File: src/rtl/core/tach_pkg.sv
package tach_pkg;

    // Field widths
    localparam int SAMPLE_W  = 10;
    localparam int PERIOD_W  = 16;
    localparam int THR_W     = 10;
    localparam int TAPE_W    = 5;
    localparam int CNT_W     = 24;
    localparam int RPM_W     = 32;
    localparam int WHOLE_W   = 16;
    localparam int RPS_W     = 8;
    localparam int CFG_IDX_W = 1;
    localparam int CFG_W     = 10;

    // Averaging window
    localparam int WINDOW_SIZE = 8;
    localparam int WIN_AW      = (WINDOW_SIZE > 1) ? $clog2(WINDOW_SIZE) : 1;
    localparam int SUM_W       = SAMPLE_W + $clog2(WINDOW_SIZE);

    // Rate arithmetic: count * 60000 * 16 / (tapes * ms)
    localparam int RATE_CONST = 960000;
    localparam int RC_W       = 20;
    localparam int NUM_W      = CNT_W + RC_W;
    localparam int DEN_W      = TAPE_W + PERIOD_W;
    localparam int DIV_CW     = $clog2(NUM_W);
    localparam int CLOSE_LIM  = 2;

    // Display conversion: whole rpm drops 4 fraction bits, rps divides by 960
    localparam int FRAC_W      = 4;
    localparam int RPS_SAT_LIM = 256 * 960;
    localparam int RPS_SHIFT   = 6;
    localparam int RPS_X_W     = 12;
    localparam int RECIP_15    = 17477;
    localparam int RECIP_W     = 15;
    localparam int RECIP_SH    = 18;
    localparam int RPS_PW      = RPS_X_W + RECIP_W;

    // Register reset values and indexes
    localparam logic [THR_W-1:0]     THR_RESET  = THR_W'(20);
    localparam logic [TAPE_W-1:0]    TAPE_RESET = TAPE_W'(1);
    localparam logic [CFG_IDX_W-1:0] CFG_EDGE_THR   = 1'b0;
    localparam logic [CFG_IDX_W-1:0] CFG_TAPE_COUNT = 1'b1;

    // Item kinds
    localparam logic ACT_SAMPLE  = 1'b0;
    localparam logic ACT_COMPUTE = 1'b1;

    typedef struct packed {
        logic capture;
        logic push;
        logic edge_upd;
        logic div_init;
        logic div_step;
        logic avg_upd;
        logic load_out;
    } tach_cmd_t;

    typedef struct packed {
        logic is_compute;
        logic div_last;
    } tach_sts_t;

endpackage

File: src/rtl/core/tach_ctrl.sv
module tach_ctrl (
    input  logic               aclk,
    input  logic               aresetn,
    input  logic               s_valid,
    output logic               s_ready,
    output logic               m_valid,
    input  logic               m_ready,
    input  tach_pkg::tach_sts_t sts,
    output tach_pkg::tach_cmd_t cmd
);

    typedef enum logic [6:0] {
        ST_IDLE = 7'b0000001,
        ST_PUSH = 7'b0000010,
        ST_EDGE = 7'b0000100,
        ST_MULT = 7'b0001000,
        ST_DIV  = 7'b0010000,
        ST_AVG  = 7'b0100000,
        ST_OUT  = 7'b1000000
    } state_t;

    state_t state_reg, state_next;
    logic   valid_reg, valid_next;
    logic   out_free;

    assign s_ready  = (state_reg == ST_IDLE);
    assign m_valid  = valid_reg;
    assign out_free = !valid_reg || m_ready;

    // Sequence one item at a time
    always_comb begin
        state_next = state_reg;
        valid_next = valid_reg;
        cmd        = '0;
        if (valid_reg && m_ready) begin
            valid_next = 1'b0;
        end
        unique case (state_reg)
            ST_IDLE: begin
                if (s_valid) begin
                    cmd.capture = 1'b1;
                    state_next  = ST_PUSH;
                end
            end
            ST_PUSH: begin
                if (sts.is_compute == tach_pkg::ACT_COMPUTE) begin
                    state_next = ST_MULT;
                end else begin
                    cmd.push   = 1'b1;
                    state_next = ST_EDGE;
                end
            end
            ST_EDGE: begin
                cmd.edge_upd = 1'b1;
                state_next   = ST_OUT;
            end
            ST_MULT: begin
                cmd.div_init = 1'b1;
                state_next   = ST_DIV;
            end
            ST_DIV: begin
                cmd.div_step = 1'b1;
                if (sts.div_last) begin
                    state_next = ST_AVG;
                end
            end
            ST_AVG: begin
                cmd.avg_upd = 1'b1;
                state_next  = ST_OUT;
            end
            ST_OUT: begin
                // Hold the finished item until the result register frees up
                if (out_free) begin
                    cmd.load_out = 1'b1;
                    valid_next   = 1'b1;
                    state_next   = ST_IDLE;
                end
            end
            default: begin
                state_next = ST_IDLE;
            end
        endcase
    end

    always_ff @(posedge aclk) begin
        if (!aresetn) begin
            state_reg <= ST_IDLE;
            valid_reg <= 1'b0;
        end else begin
            state_reg <= state_next;
            valid_reg <= valid_next;
        end
    end

endmodule

File: src/rtl/core/tach_dp.sv
module tach_dp (
    input  logic                                aclk,
    input  logic                                aresetn,
    input  tach_pkg::tach_cmd_t                 cmd,
    output tach_pkg::tach_sts_t                 sts,
    input  logic                                cfg_we,
    input  logic [tach_pkg::CFG_IDX_W-1:0]      cfg_index,
    input  logic [tach_pkg::CFG_W-1:0]          cfg_data,
    input  logic                                s_action,
    input  logic [tach_pkg::SAMPLE_W-1:0]       s_sample,
    input  logic [tach_pkg::PERIOD_W-1:0]       s_period_ms,
    output logic [tach_pkg::CNT_W-1:0]          m_rising_count,
    output logic [tach_pkg::CNT_W-1:0]          m_falling_count,
    output logic                                m_is_high,
    output logic                                m_is_low,
    output logic [tach_pkg::RPM_W-1:0]          m_rpm_fixed,
    output logic [tach_pkg::WHOLE_W-1:0]        m_rpm_whole,
    output logic [tach_pkg::RPS_W-1:0]          m_rps_byte
);

    localparam int EW = tach_pkg::SUM_W + 1;

    // Configuration
    logic [tach_pkg::THR_W-1:0]    thr_reg;
    logic [tach_pkg::TAPE_W-1:0]   tape_reg;

    // Captured item
    logic                          act_reg;
    logic [tach_pkg::SAMPLE_W-1:0] smp_reg;
    logic [tach_pkg::PERIOD_W-1:0] per_reg;

    // Tachometer state
    logic [tach_pkg::SAMPLE_W-1:0] win_reg [tach_pkg::WINDOW_SIZE];
    logic [tach_pkg::SUM_W-1:0]    sum_reg;
    logic [tach_pkg::WIN_AW-1:0]   pos_reg;
    logic                          high_reg;
    logic                          low_reg;
    logic [tach_pkg::CNT_W-1:0]    rise_reg;
    logic [tach_pkg::CNT_W-1:0]    fall_reg;
    logic [tach_pkg::RPM_W-1:0]    rpm_reg;

    // Divider lanes: 0 for rising, 1 for falling
    logic [tach_pkg::NUM_W-1:0]    quo_reg [2];
    logic [tach_pkg::DEN_W-1:0]    rem_reg [2];
    logic [tach_pkg::NUM_W-1:0]    quo_next [2];
    logic [tach_pkg::DEN_W-1:0]    rem_next [2];
    logic [tach_pkg::DEN_W-1:0]    den_reg;
    logic [tach_pkg::DIV_CW-1:0]   dcnt_reg;

    // Result register
    logic [tach_pkg::CNT_W-1:0]    o_rise_reg;
    logic [tach_pkg::CNT_W-1:0]    o_fall_reg;
    logic                          o_high_reg;
    logic                          o_low_reg;
    logic [tach_pkg::RPM_W-1:0]    o_rpm_reg;
    logic [tach_pkg::WHOLE_W-1:0]  o_whole_reg;
    logic [tach_pkg::RPS_W-1:0]    o_rps_reg;

    logic [tach_pkg::SUM_W-1:0]    sum_next;
    logic [EW-1:0]                 scaled;
    logic [EW-1:0]                 margin;
    logic [EW-1:0]                 sum_ext;
    logic                          cross_up;
    logic                          cross_dn;
    logic [tach_pkg::TAPE_W-1:0]   tapes;
    logic [tach_pkg::PERIOD_W-1:0] ms;
    logic [tach_pkg::DEN_W:0]      rem_sh [2];
    logic                          ge [2];
    logic [tach_pkg::RPM_W-1:0]    rate_sat [2];
    logic [tach_pkg::RPM_W:0]      rate_sum;
    logic [tach_pkg::CNT_W-1:0]    cnt_diff;
    logic                          close;
    logic [tach_pkg::WHOLE_W-1:0]  whole_c;
    logic [tach_pkg::RPS_X_W-1:0]  rps_x;
    logic [tach_pkg::RPS_PW-1:0]   rps_prod;
    logic [tach_pkg::RPS_W-1:0]    rps_c;

    assign sts.is_compute = act_reg;
    assign sts.div_last   = (dcnt_reg == '0);

    // Window sum with the newest sample replacing the oldest
    assign sum_next = sum_reg - tach_pkg::SUM_W'(win_reg[pos_reg])
                      + tach_pkg::SUM_W'(smp_reg);

    // Compare sample*N against sum +/- threshold*N
    assign scaled   = EW'(smp_reg) * EW'(tach_pkg::WINDOW_SIZE);
    assign margin   = EW'(thr_reg) * EW'(tach_pkg::WINDOW_SIZE);
    assign sum_ext  = EW'(sum_reg);
    assign cross_up = scaled > (sum_ext + margin);
    assign cross_dn = (scaled + margin) < sum_ext;

    // Zero tape count and zero period count as one
    assign tapes = (tape_reg == '0) ? tach_pkg::TAPE_W'(1) : tape_reg;
    assign ms    = (per_reg == '0) ? tach_pkg::PERIOD_W'(1) : per_reg;

    // One restoring division step per lane
    always_comb begin
        for (int i = 0; i < 2; i++) begin
            rem_sh[i] = {rem_reg[i], quo_reg[i][tach_pkg::NUM_W-1]};
            ge[i]     = rem_sh[i] >= {1'b0, den_reg};
            rem_next[i] = ge[i] ? tach_pkg::DEN_W'(rem_sh[i] - {1'b0, den_reg})
                                : rem_sh[i][tach_pkg::DEN_W-1:0];
            quo_next[i] = {quo_reg[i][tach_pkg::NUM_W-2:0], ge[i]};
            rate_sat[i] = (|quo_reg[i][tach_pkg::NUM_W-1:tach_pkg::RPM_W]) ? '1
                          : quo_reg[i][tach_pkg::RPM_W-1:0];
        end
    end

    // Average the two rates when the counts agree within two
    assign rate_sum = {1'b0, rate_sat[0]} + {1'b0, rate_sat[1]};
    assign cnt_diff = rise_reg - fall_reg;
    assign close    = (cnt_diff <= tach_pkg::CNT_W'(tach_pkg::CLOSE_LIM))
                   || (cnt_diff >= ~tach_pkg::CNT_W'(tach_pkg::CLOSE_LIM - 1));

    // Display values: whole rpm and rps by reciprocal multiply
    assign whole_c  = (|rpm_reg[tach_pkg::RPM_W-1:tach_pkg::WHOLE_W+tach_pkg::FRAC_W]) ? '1
                      : rpm_reg[tach_pkg::WHOLE_W+tach_pkg::FRAC_W-1:tach_pkg::FRAC_W];
    assign rps_x    = rpm_reg[tach_pkg::RPS_X_W+tach_pkg::RPS_SHIFT-1:tach_pkg::RPS_SHIFT];
    assign rps_prod = tach_pkg::RPS_PW'(rps_x) * tach_pkg::RPS_PW'(tach_pkg::RECIP_15);
    assign rps_c    = (rpm_reg >= tach_pkg::RPM_W'(tach_pkg::RPS_SAT_LIM)) ? '1
                      : rps_prod[tach_pkg::RECIP_SH+tach_pkg::RPS_W-1:tach_pkg::RECIP_SH];

    // Configuration and tachometer state
    always_ff @(posedge aclk) begin
        if (!aresetn) begin
            thr_reg  <= tach_pkg::THR_RESET;
            tape_reg <= tach_pkg::TAPE_RESET;
            for (int i = 0; i < tach_pkg::WINDOW_SIZE; i++) begin
                win_reg[i] <= '0;
            end
            sum_reg  <= '0;
            pos_reg  <= '0;
            high_reg <= 1'b0;
            low_reg  <= 1'b0;
            rise_reg <= '0;
            fall_reg <= '0;
            rpm_reg  <= '0;
        end else begin
            if (cfg_we) begin
                unique case (cfg_index)
                    tach_pkg::CFG_EDGE_THR:   thr_reg  <= cfg_data[tach_pkg::THR_W-1:0];
                    tach_pkg::CFG_TAPE_COUNT: tape_reg <= cfg_data[tach_pkg::TAPE_W-1:0];
                    default: ;
                endcase
            end
            if (cmd.push) begin
                win_reg[pos_reg] <= smp_reg;
                sum_reg          <= sum_next;
                if (pos_reg == tach_pkg::WIN_AW'(tach_pkg::WINDOW_SIZE - 1)) begin
                    pos_reg <= '0;
                end else begin
                    pos_reg <= pos_reg + 1'b1;
                end
            end
            if (cmd.edge_upd) begin
                if (cross_up) begin
                    if (!high_reg) begin
                        rise_reg <= rise_reg + 1'b1;
                    end
                    high_reg <= 1'b1;
                    low_reg  <= 1'b0;
                end else if (cross_dn) begin
                    if (!low_reg) begin
                        fall_reg <= fall_reg + 1'b1;
                    end
                    low_reg  <= 1'b1;
                    high_reg <= 1'b0;
                end
            end
            if (cmd.avg_upd && close) begin
                rpm_reg <= rate_sum[tach_pkg::RPM_W:1];
            end
        end
    end

    // Item capture, divider and result register
    always_ff @(posedge aclk) begin
        if (cmd.capture) begin
            act_reg <= s_action;
            smp_reg <= s_sample;
            per_reg <= s_period_ms;
        end
        if (cmd.div_init) begin
            quo_reg[0] <= tach_pkg::NUM_W'(rise_reg)
                          * tach_pkg::NUM_W'(tach_pkg::RATE_CONST);
            quo_reg[1] <= tach_pkg::NUM_W'(fall_reg)
                          * tach_pkg::NUM_W'(tach_pkg::RATE_CONST);
            rem_reg[0] <= '0;
            rem_reg[1] <= '0;
            den_reg    <= tach_pkg::DEN_W'(tapes) * tach_pkg::DEN_W'(ms);
            dcnt_reg   <= tach_pkg::DIV_CW'(tach_pkg::NUM_W - 1);
        end else if (cmd.div_step) begin
            for (int i = 0; i < 2; i++) begin
                quo_reg[i] <= quo_next[i];
                rem_reg[i] <= rem_next[i];
            end
            dcnt_reg <= dcnt_reg - 1'b1;
        end
        if (cmd.load_out) begin
            o_rise_reg  <= rise_reg;
            o_fall_reg  <= fall_reg;
            o_high_reg  <= high_reg;
            o_low_reg   <= low_reg;
            o_rpm_reg   <= rpm_reg;
            o_whole_reg <= whole_c;
            o_rps_reg   <= rps_c;
        end
    end

    assign m_rising_count  = o_rise_reg;
    assign m_falling_count = o_fall_reg;
    assign m_is_high       = o_high_reg;
    assign m_is_low        = o_low_reg;
    assign m_rpm_fixed     = o_rpm_reg;
    assign m_rpm_whole     = o_whole_reg;
    assign m_rps_byte      = o_rps_reg;

endmodule

File: src/rtl/core/tachometer_edge_rpm.sv
// Sequence: a sample item passes through the capture, push, edge and output states;
// a compute item through capture, multiply, the bit-serial rate divider (44 quotient bits, one bit a cycle),
// average and output. A new item is accepted only once the last has left the output state,
// and the output state waits while the result register is held by m_ready.
// Reset: synchronous active-low aresetn clears the window, sum, flags, counters
// and rpm, loads threshold 20 and tape count 1, and empties the result register.
module tachometer_edge_rpm (
    input  logic                             aclk,
    input  logic                             aresetn,
    input  logic                             cfg_we,
    input  logic [tach_pkg::CFG_IDX_W-1:0]   cfg_index,
    input  logic [tach_pkg::CFG_W-1:0]       cfg_data,
    input  logic                             s_valid,
    output logic                             s_ready,
    input  logic                             s_action,
    input  logic [tach_pkg::SAMPLE_W-1:0]    s_sample,
    input  logic [tach_pkg::PERIOD_W-1:0]    s_period_ms,
    output logic                             m_valid,
    input  logic                             m_ready,
    output logic [tach_pkg::CNT_W-1:0]       m_rising_count,
    output logic [tach_pkg::CNT_W-1:0]       m_falling_count,
    output logic                             m_is_high,
    output logic                             m_is_low,
    output logic [tach_pkg::RPM_W-1:0]       m_rpm_fixed,
    output logic [tach_pkg::WHOLE_W-1:0]     m_rpm_whole,
    output logic [tach_pkg::RPS_W-1:0]       m_rps_byte
);

    tach_pkg::tach_cmd_t cmd;
    tach_pkg::tach_sts_t sts;

    tach_ctrl u_ctrl (
        .aclk    (aclk),
        .aresetn (aresetn),
        .s_valid (s_valid),
        .s_ready (s_ready),
        .m_valid (m_valid),
        .m_ready (m_ready),
        .sts     (sts),
        .cmd     (cmd)
    );

    tach_dp u_dp (
        .aclk            (aclk),
        .aresetn         (aresetn),
        .cmd             (cmd),
        .sts             (sts),
        .cfg_we          (cfg_we),
        .cfg_index       (cfg_index),
        .cfg_data        (cfg_data),
        .s_action        (s_action),
        .s_sample        (s_sample),
        .s_period_ms     (s_period_ms),
        .m_rising_count  (m_rising_count),
        .m_falling_count (m_falling_count),
        .m_is_high       (m_is_high),
        .m_is_low        (m_is_low),
        .m_rpm_fixed     (m_rpm_fixed),
        .m_rpm_whole     (m_rpm_whole),
        .m_rps_byte      (m_rps_byte)
    );

endmodule

File: config.mk
export PLATFORM = sky130hd
export DESIGN_NAME = tachometer_edge_rpm
export DESIGN_NICKNAME = d
export VERILOG_FILES = /design/src/rtl/core/tach_pkg.sv /design/src/rtl/core/tach_ctrl.sv /design/src/rtl/core/tach_dp.sv /design/src/rtl/core/tachometer_edge_rpm.sv
export SDC_FILE = /design/constraint.sdc
export NUM_CORES = 2
export LEC_CHECK = 0
export ABC_CLOCK_PERIOD_IN_PS = 6600
export BUFFER_PORTS_ARGS = -buffer_cell sky130_fd_sc_hd__buf_2
export CORE_AREA = 4 4 274 276
export CTS_CLUSTER_DIAMETER = 30
export DETAILED_ROUTE_END_ITERATION = 10
export DIE_AREA = 0 0 278 280
export GPL_TIMING_DRIVEN = 1
export HOLD_SLACK_MARGIN = 0.1
export PLACE_DENSITY_LB_ADDON = 0.05
export SYNTH_ARGS = -nofsm -noshare
export SYNTH_HDL_FRONTEND = slang
export SYNTH_SLANG_ARGS = --single-unit
File: constraint.sdc
create_clock -name aclk -period 6.6 [get_ports aclk]
set_input_delay 0.33 -clock aclk [delete_from_list [all_inputs] [get_ports aclk]]
set_output_delay 0.33 -clock aclk [all_outputs]
set_load 0.02 [all_outputs]
# [Word level (Yosys, flattened, before mapping)]
# Memory sizes are Yosys's and may differ from the RTL's. A register that Yosys moved wholly into a read port is not among the register bits.
# Cells that the tools add are included.
[totals] memories=3 out_inout_bits=108 ramBits=210 reg_bits=281 wordCells=135
[op_classes] n_reduce_logical=20 eq_ne=11 bitwise=8 mux=47 add_sub_neg=12 multipliers=4 n_lt_le_gt_ge=7
[mem_list] name="u_dp.quo_reg" depth=2 width=44 rd=2 rd_ports_with_merged_regs=0 write_ports=2 line="tach_dp.sv:43" source="logic [tach_pkg::NUM_W-1:0] quo_reg [2];"
[mem_list] name="u_dp.win_reg" depth=8 width=10 rd=1 rd_ports_with_merged_regs=1 write_ports=8 line="tach_dp.sv:33" source="logic [tach_pkg::SAMPLE_W-1:0] win_reg [tach_pkg::WINDOW_SIZE];"
[mem_list] name="u_dp.rem_reg" depth=2 width=21 rd=2 rd_ports_with_merged_regs=0 write_ports=2 line="tach_dp.sv:44" source="logic [tach_pkg::DEN_W-1:0] rem_reg [2];"
[ops] cell="two-way mux 44 bit" n=2
[ops] cell="two-way mux 21 bit" n=4
[ops] cell="multiplier 24 x 11 -> 35 bit (second input constant)" n=2
[ops] cell="two-way mux 32 bit" n=2
[ops] cell="adder 24 x 1 -> 24 bit (second input constant)" n=2
[ops] cell=">= comparator 22 x 21 -> 1 bit" n=2
[ops] cell="one-hot mux 7 bit (6 select lines)" n=1
[ops] cell="subtractor 21 bit" n=2
[ops] cell="OR reduction 12 bit" n=3
[ops] cell="adder 32 x 32 -> 33 bit" n=1
[ops] cell=">= comparator 32 x 18 -> 1 bit (second input constant)" n=1
[ops] cell="adder 13 x 13 -> 14 bit" n=2
[ops] cell="two-way mux 1 bit" n=27
[ops] cell="multiplier 12 x 15 -> 26 bit (second input constant)" n=1
[ops] cell=">= comparator 24 bit (second input constant)" n=1
[ops] cell="less-or-equal comparator 24 x 2 -> 1 bit (second input constant)" n=1
[ops] cell="subtractor 24 bit" n=1
[ops] cell="multiplier 5 x 16 -> 21 bit" n=1
[ops] cell="two-way mux 7 bit" n=3
[ops] cell="zero test 16 bit" n=1
[ops] cell="two-way mux 16 bit" n=1
[ops] cell="greater-than comparator 13 x 14 -> 1 bit" n=1
[ops] cell="< comparator 14 x 13 -> 1 bit" n=1
[ops] cell="adder 13 x 10 -> 13 bit" n=1
[ops] cell="other kinds (30)" n=45

# [Longest topological paths before layout]
[depth] depth_word=7 ltp_mapped=21

# [Cells and area by module]
# Synthesis repeated with hierarchy kept, for this count alone.
[hier_totals] hier_cells=3950 hier_area_um2=39715.6
[modules_own_cells] module="tach_dp" area_per_inst_um2=39265.2 cells_per_inst=3902 n_inst=1 seq_area_each_um2=13372.8
[modules_own_cells] module="tach_ctrl" area_per_inst_um2=450.4 cells_per_inst=48 n_inst=1 seq_area_each_um2=160.2

# [Worst setup path after synthesis]
# No wires, ideal clock.
[synth_timing] kind="reg2reg" from="register u_ctrl.state_reg[0]" to="register u_dp.o_fall_reg (netlist bit u_dp.m_falling_count[0]) (enable)" setup_ps=584 arrival_ps=5349 period_less_slack_ps=5932 path_slack_ps=668 path_stages_with_launch=4 path_buffers=0 required_ps=6016 cell_sequence="dfxtp_1 -> nor3_1 -> nand4b_1 -> nor2b_1"
[synth_lines] element="from (decl)" line="tach_ctrl.sv:22" source="state_t state_reg, state_next;"
[synth_lines] element="from (signal assigned)" line="tach_ctrl.sv:90" source="state_reg <= state_next;"
[synth_lines] element="to (signal assigned)" line="tach_dp.sv:201" source="o_fall_reg <= fall_reg;"
[synth_lines] element="to (decl)" line="tach_dp.sv:52" source="logic [tach_pkg::CNT_W-1:0] o_fall_reg;"

==> results.yml <==
sta:
  fin_skew_ns: 0.0312
  worst-slew-pin-transition_ns: 1.13
  slew_viol_final: 0
  period_minus_slack_ns: 6.25
  setup_viol: 0
  fmax_ghz: 0.160
  layout_setup_ws_ns: 0.354
  hold_violations: 0
  fin_setup_tns_ns: 0
  finalCritPeriodShare: 0.946
  rsz0062_at_grt: "false"
  relSlewSlack: 0.226
floorplan:
  start_util: 0.545
  die_area_mm2: 0.0778
  die_h_um: 280
  coreArea_mm2: 0.0726
  boundaryPins: 151
  die_w_um: 278
  rows: 99
worst_setup_path:
  cp.arrival_ns: 6.59
  regToRegSetupSlack_ns: 0.35
  required_ns: 6.95
  critical_path_class: "reg2reg"
  regToRegStartpoint: "u_dp.rise_reg[3]"
  worst_setup_path_end_kind: "flop"
  r2r-end: "u_dp.quo_reg[0][42]"
  r2r_cells: 21
  cp_max_fo: 5
  startpoint_type: "flop"
global_routing:
  grt_max_degree: 97
  overflow: 0
  grt_pass1_vias: 28700
  antenna_found_initial: 0
  grt_usage: 0.243
  grt_pass1_wl_um: 153000
finish:
  area_growth_pct: 16.4
  mostFrequentLayoutCell: "inv_1"
  largest_reg_flops: 88
  fillCellCount: 6100
  mostFrequentLayoutCells: "528 x inv_1, 421 x ha_1, 364 x edfxtp_1"
  layout.nets: 4902
  drive_above_1_share: 0.130
route:
  drc_errors: 0
  drt_iter0_markers: 1624
  drt-total-wl_um: 93900
  vias_per_cell: 5.44
  detail-route-antenna-nets: 0
  num_vias: 28400
  wl_per_cell_um: 18.0
  drtPass1Iterations: 6
synthesis:
  yosysTopAreaCell: "edfxtp_1"
  synth_area_mm2: 0.0395
  synth_top_area_share: 0.276
  synth_cells: 3892
  ys_seq_area_frac: 0.342
  synth-seq-cells: 494
  ys_types: 92
  synth_edf_count: 364
  synthArstFlopShare: 0
  synth_warnings: 0
  avgSynthCellArea_um2: 10.2
  synth_nets: 4632
  synthTopCellsByArea: "edfxtp_1 28%, fa_1 14%, ha_1 13%, dfxtp_1 6.6%, inv_1 5.0%"
  ys.flop_type: "edfxtp_1"
power:
  peakVddDrop_v: 0.000237
  p_per_area_mw_per_mm2: 233
  intPower_uw: 7910
  p_comb_frac: 0.120
  p_switching_uw: 2820
  p_sw_frac: 0.263
  clockPowerShare: 0.542
  sequentialPowerShare: 0.338
  leakage_uw: 0.0210
worst_hold_path:
  min_path_type: "in2reg"
  hp-start: "s_valid"
  worstHoldEndpoint: "u_ctrl.state_reg[6]"
  holdPathStages: 3
clock_tree:
  clk_path_buf_depth: 3
  insertion_delay_ns: 0.67
  clk_pin_slew_worst_paths_ns: 0.05
  cts_tree: "built"
  cts.sinks: 494
  h-tree-depth: 3
  root_buffer: "clkbuf_16"
  cts_buffers: 117
placement:
  hpwl_um: 70500
  dp_slack_ns: 0.277
  gp_congestion: 0.861
  port_buffers: 150
job:
  cap_violations: 0
outcome:
  status: "finished, final reports clean"
[synth_stat cells (61+ instances only)]
cell / number
nor3_1: 108
nor2_1: 230
edfxtp_1: 364
or2_2: 83
xor2_1: 71
dfxtp_1: 130
a21oi_1: 233
nand3_1: 78
xnor2_1: 146
mux2i_1: 61
fa_1: 276
o21ai_0: 125
clkbuf_1: 85
and2_1: 79
inv_1: 530
a21o_1: 68
ha_1: 421
nand2_1: 279
[critical path, stage by stage (launching register included)]
cell	delay (ns)
dfxtp_1	0.32
inv_1	0.12
fa_1	0.51
inv_1	0.06
fa_1	0.48
fa_1	0.51
inv_1	0.05
fa_1	0.47
fa_1	0.54
inv_1	0.04
ha_1	0.35
a211o_1	0.33
a21oi_1	0.23
a21boi_0	0.32
o21ai_0	0.20
o31a_1	0.33
a41oi_2	0.31
o211a_1	0.22
o21ai_0	0.10
a31oi_1	0.21
xor2_1	0.15
o21ai_0	0.08
[metal layers]
layer / global-route usage / share of wire / wire length [um]
met1: 0.338 / 0.47 / 43700
met2: 0.403 / 0.47 / 44600
met3: 0.0337 / 0.040 / 3720
met4: 0.0652 / 0.021 / 1940
met5: 0 / 0 / 0
[power by group through the flow]
stage | clock [uW] | sequential [uW] | combinational (uW)
4_1_cts | 5900 | 3630 | 1300
3_3_place_gp | 0 | 3680 | 1250
5_1_grt | 6100 | 3640 | 1470
2_1_floorplan | 0 | 3670 | 920
6_report | 5810 | 3630 | 1290
3_5_place_dp | 0 | 3680 | 1270
[worst max path at each step]
stage	start	slack, ns	to	depth (start not counted)
2_1_floorplan	u_ctrl.state_reg[0]	0.67	u_dp.m_falling_count[0]	3
3_3_place_gp	u_dp.rise_reg[3]	0.39	u_dp.quo_reg[0][42]	21
3_5_place_dp	u_dp.rise_reg[3]	0.28	u_dp.quo_reg[0][42]	21
4_1_cts	u_dp.rise_reg[3]	0.23	u_dp.quo_reg[0][42]	21
5_1_grt	u_dp.rise_reg[2]	0.006	u_dp.quo_reg[0][42]	21
6_report	u_dp.rise_reg[3]	0.35	u_dp.quo_reg[0][42]	21
[what timing repair did]
| action | in CTS | in global routing |
|---|---|---|
| buffers inserted | 0 | 0 |
| gates resized for setup | 0 | 2 |
| setup endpoints to repair | 0 | 3 |
| hold endpoints to repair | 43 | 0 |
| hold buffers | 43 | 0 |
[final cells by class]
class / instances / area, um2 / share of cell area
repair buffers: 249 / 1600 / 0.0348
clock buffers: 139 / 3060 / 0.0665
clock inverters: 85 / 962 / 0.0209
multi-input cells: 2759 / 23600 / 0.513
flip-flops and latches: 494 / 13500 / 0.294
diodes: 1 / 2.50 / 0.0000544
well taps: 959 / 1200 / 0.0261
inverters: 541 / 2040 / 0.0443
[per-stage QoR]
stage	cells	util	total power (uW)	hold WS [ns]	cell area, um2
2_1_floorplan	3892	-	4590	0.408	39500
3_3_place_gp	4959	0.573	4930	0.425	41600
3_5_place_dp	4959	0.573	4950	0.426	41600
4_1_cts	5226	0.634	10800	0.113	46000
5_1_grt	5226	0.634	11200	0.151	46000
6_report	5227	0.634	10700	0.159	46000
[kinds of logic (layout without fill, tap and decap cells)]
family | Yosys count | in the layout | synth area share
flip-flops | 494 | 494 | 0.342
other | 0 | 1 | 0
AND/OR/NAND/NOR | 1099 | 1099 | 0.139
AO/OA/AOI/OAI | 654 | 654 | 0.106
XOR/XNOR | 217 | 217 | 0.0481
buffers and inverters | 639 | 1014 | 0.0614
adder cells (fa/ha/maj) | 697 | 697 | 0.273
multiplexers | 92 | 92 | 0.0300
Note: power is estimated with default switching activity, not from simulation.
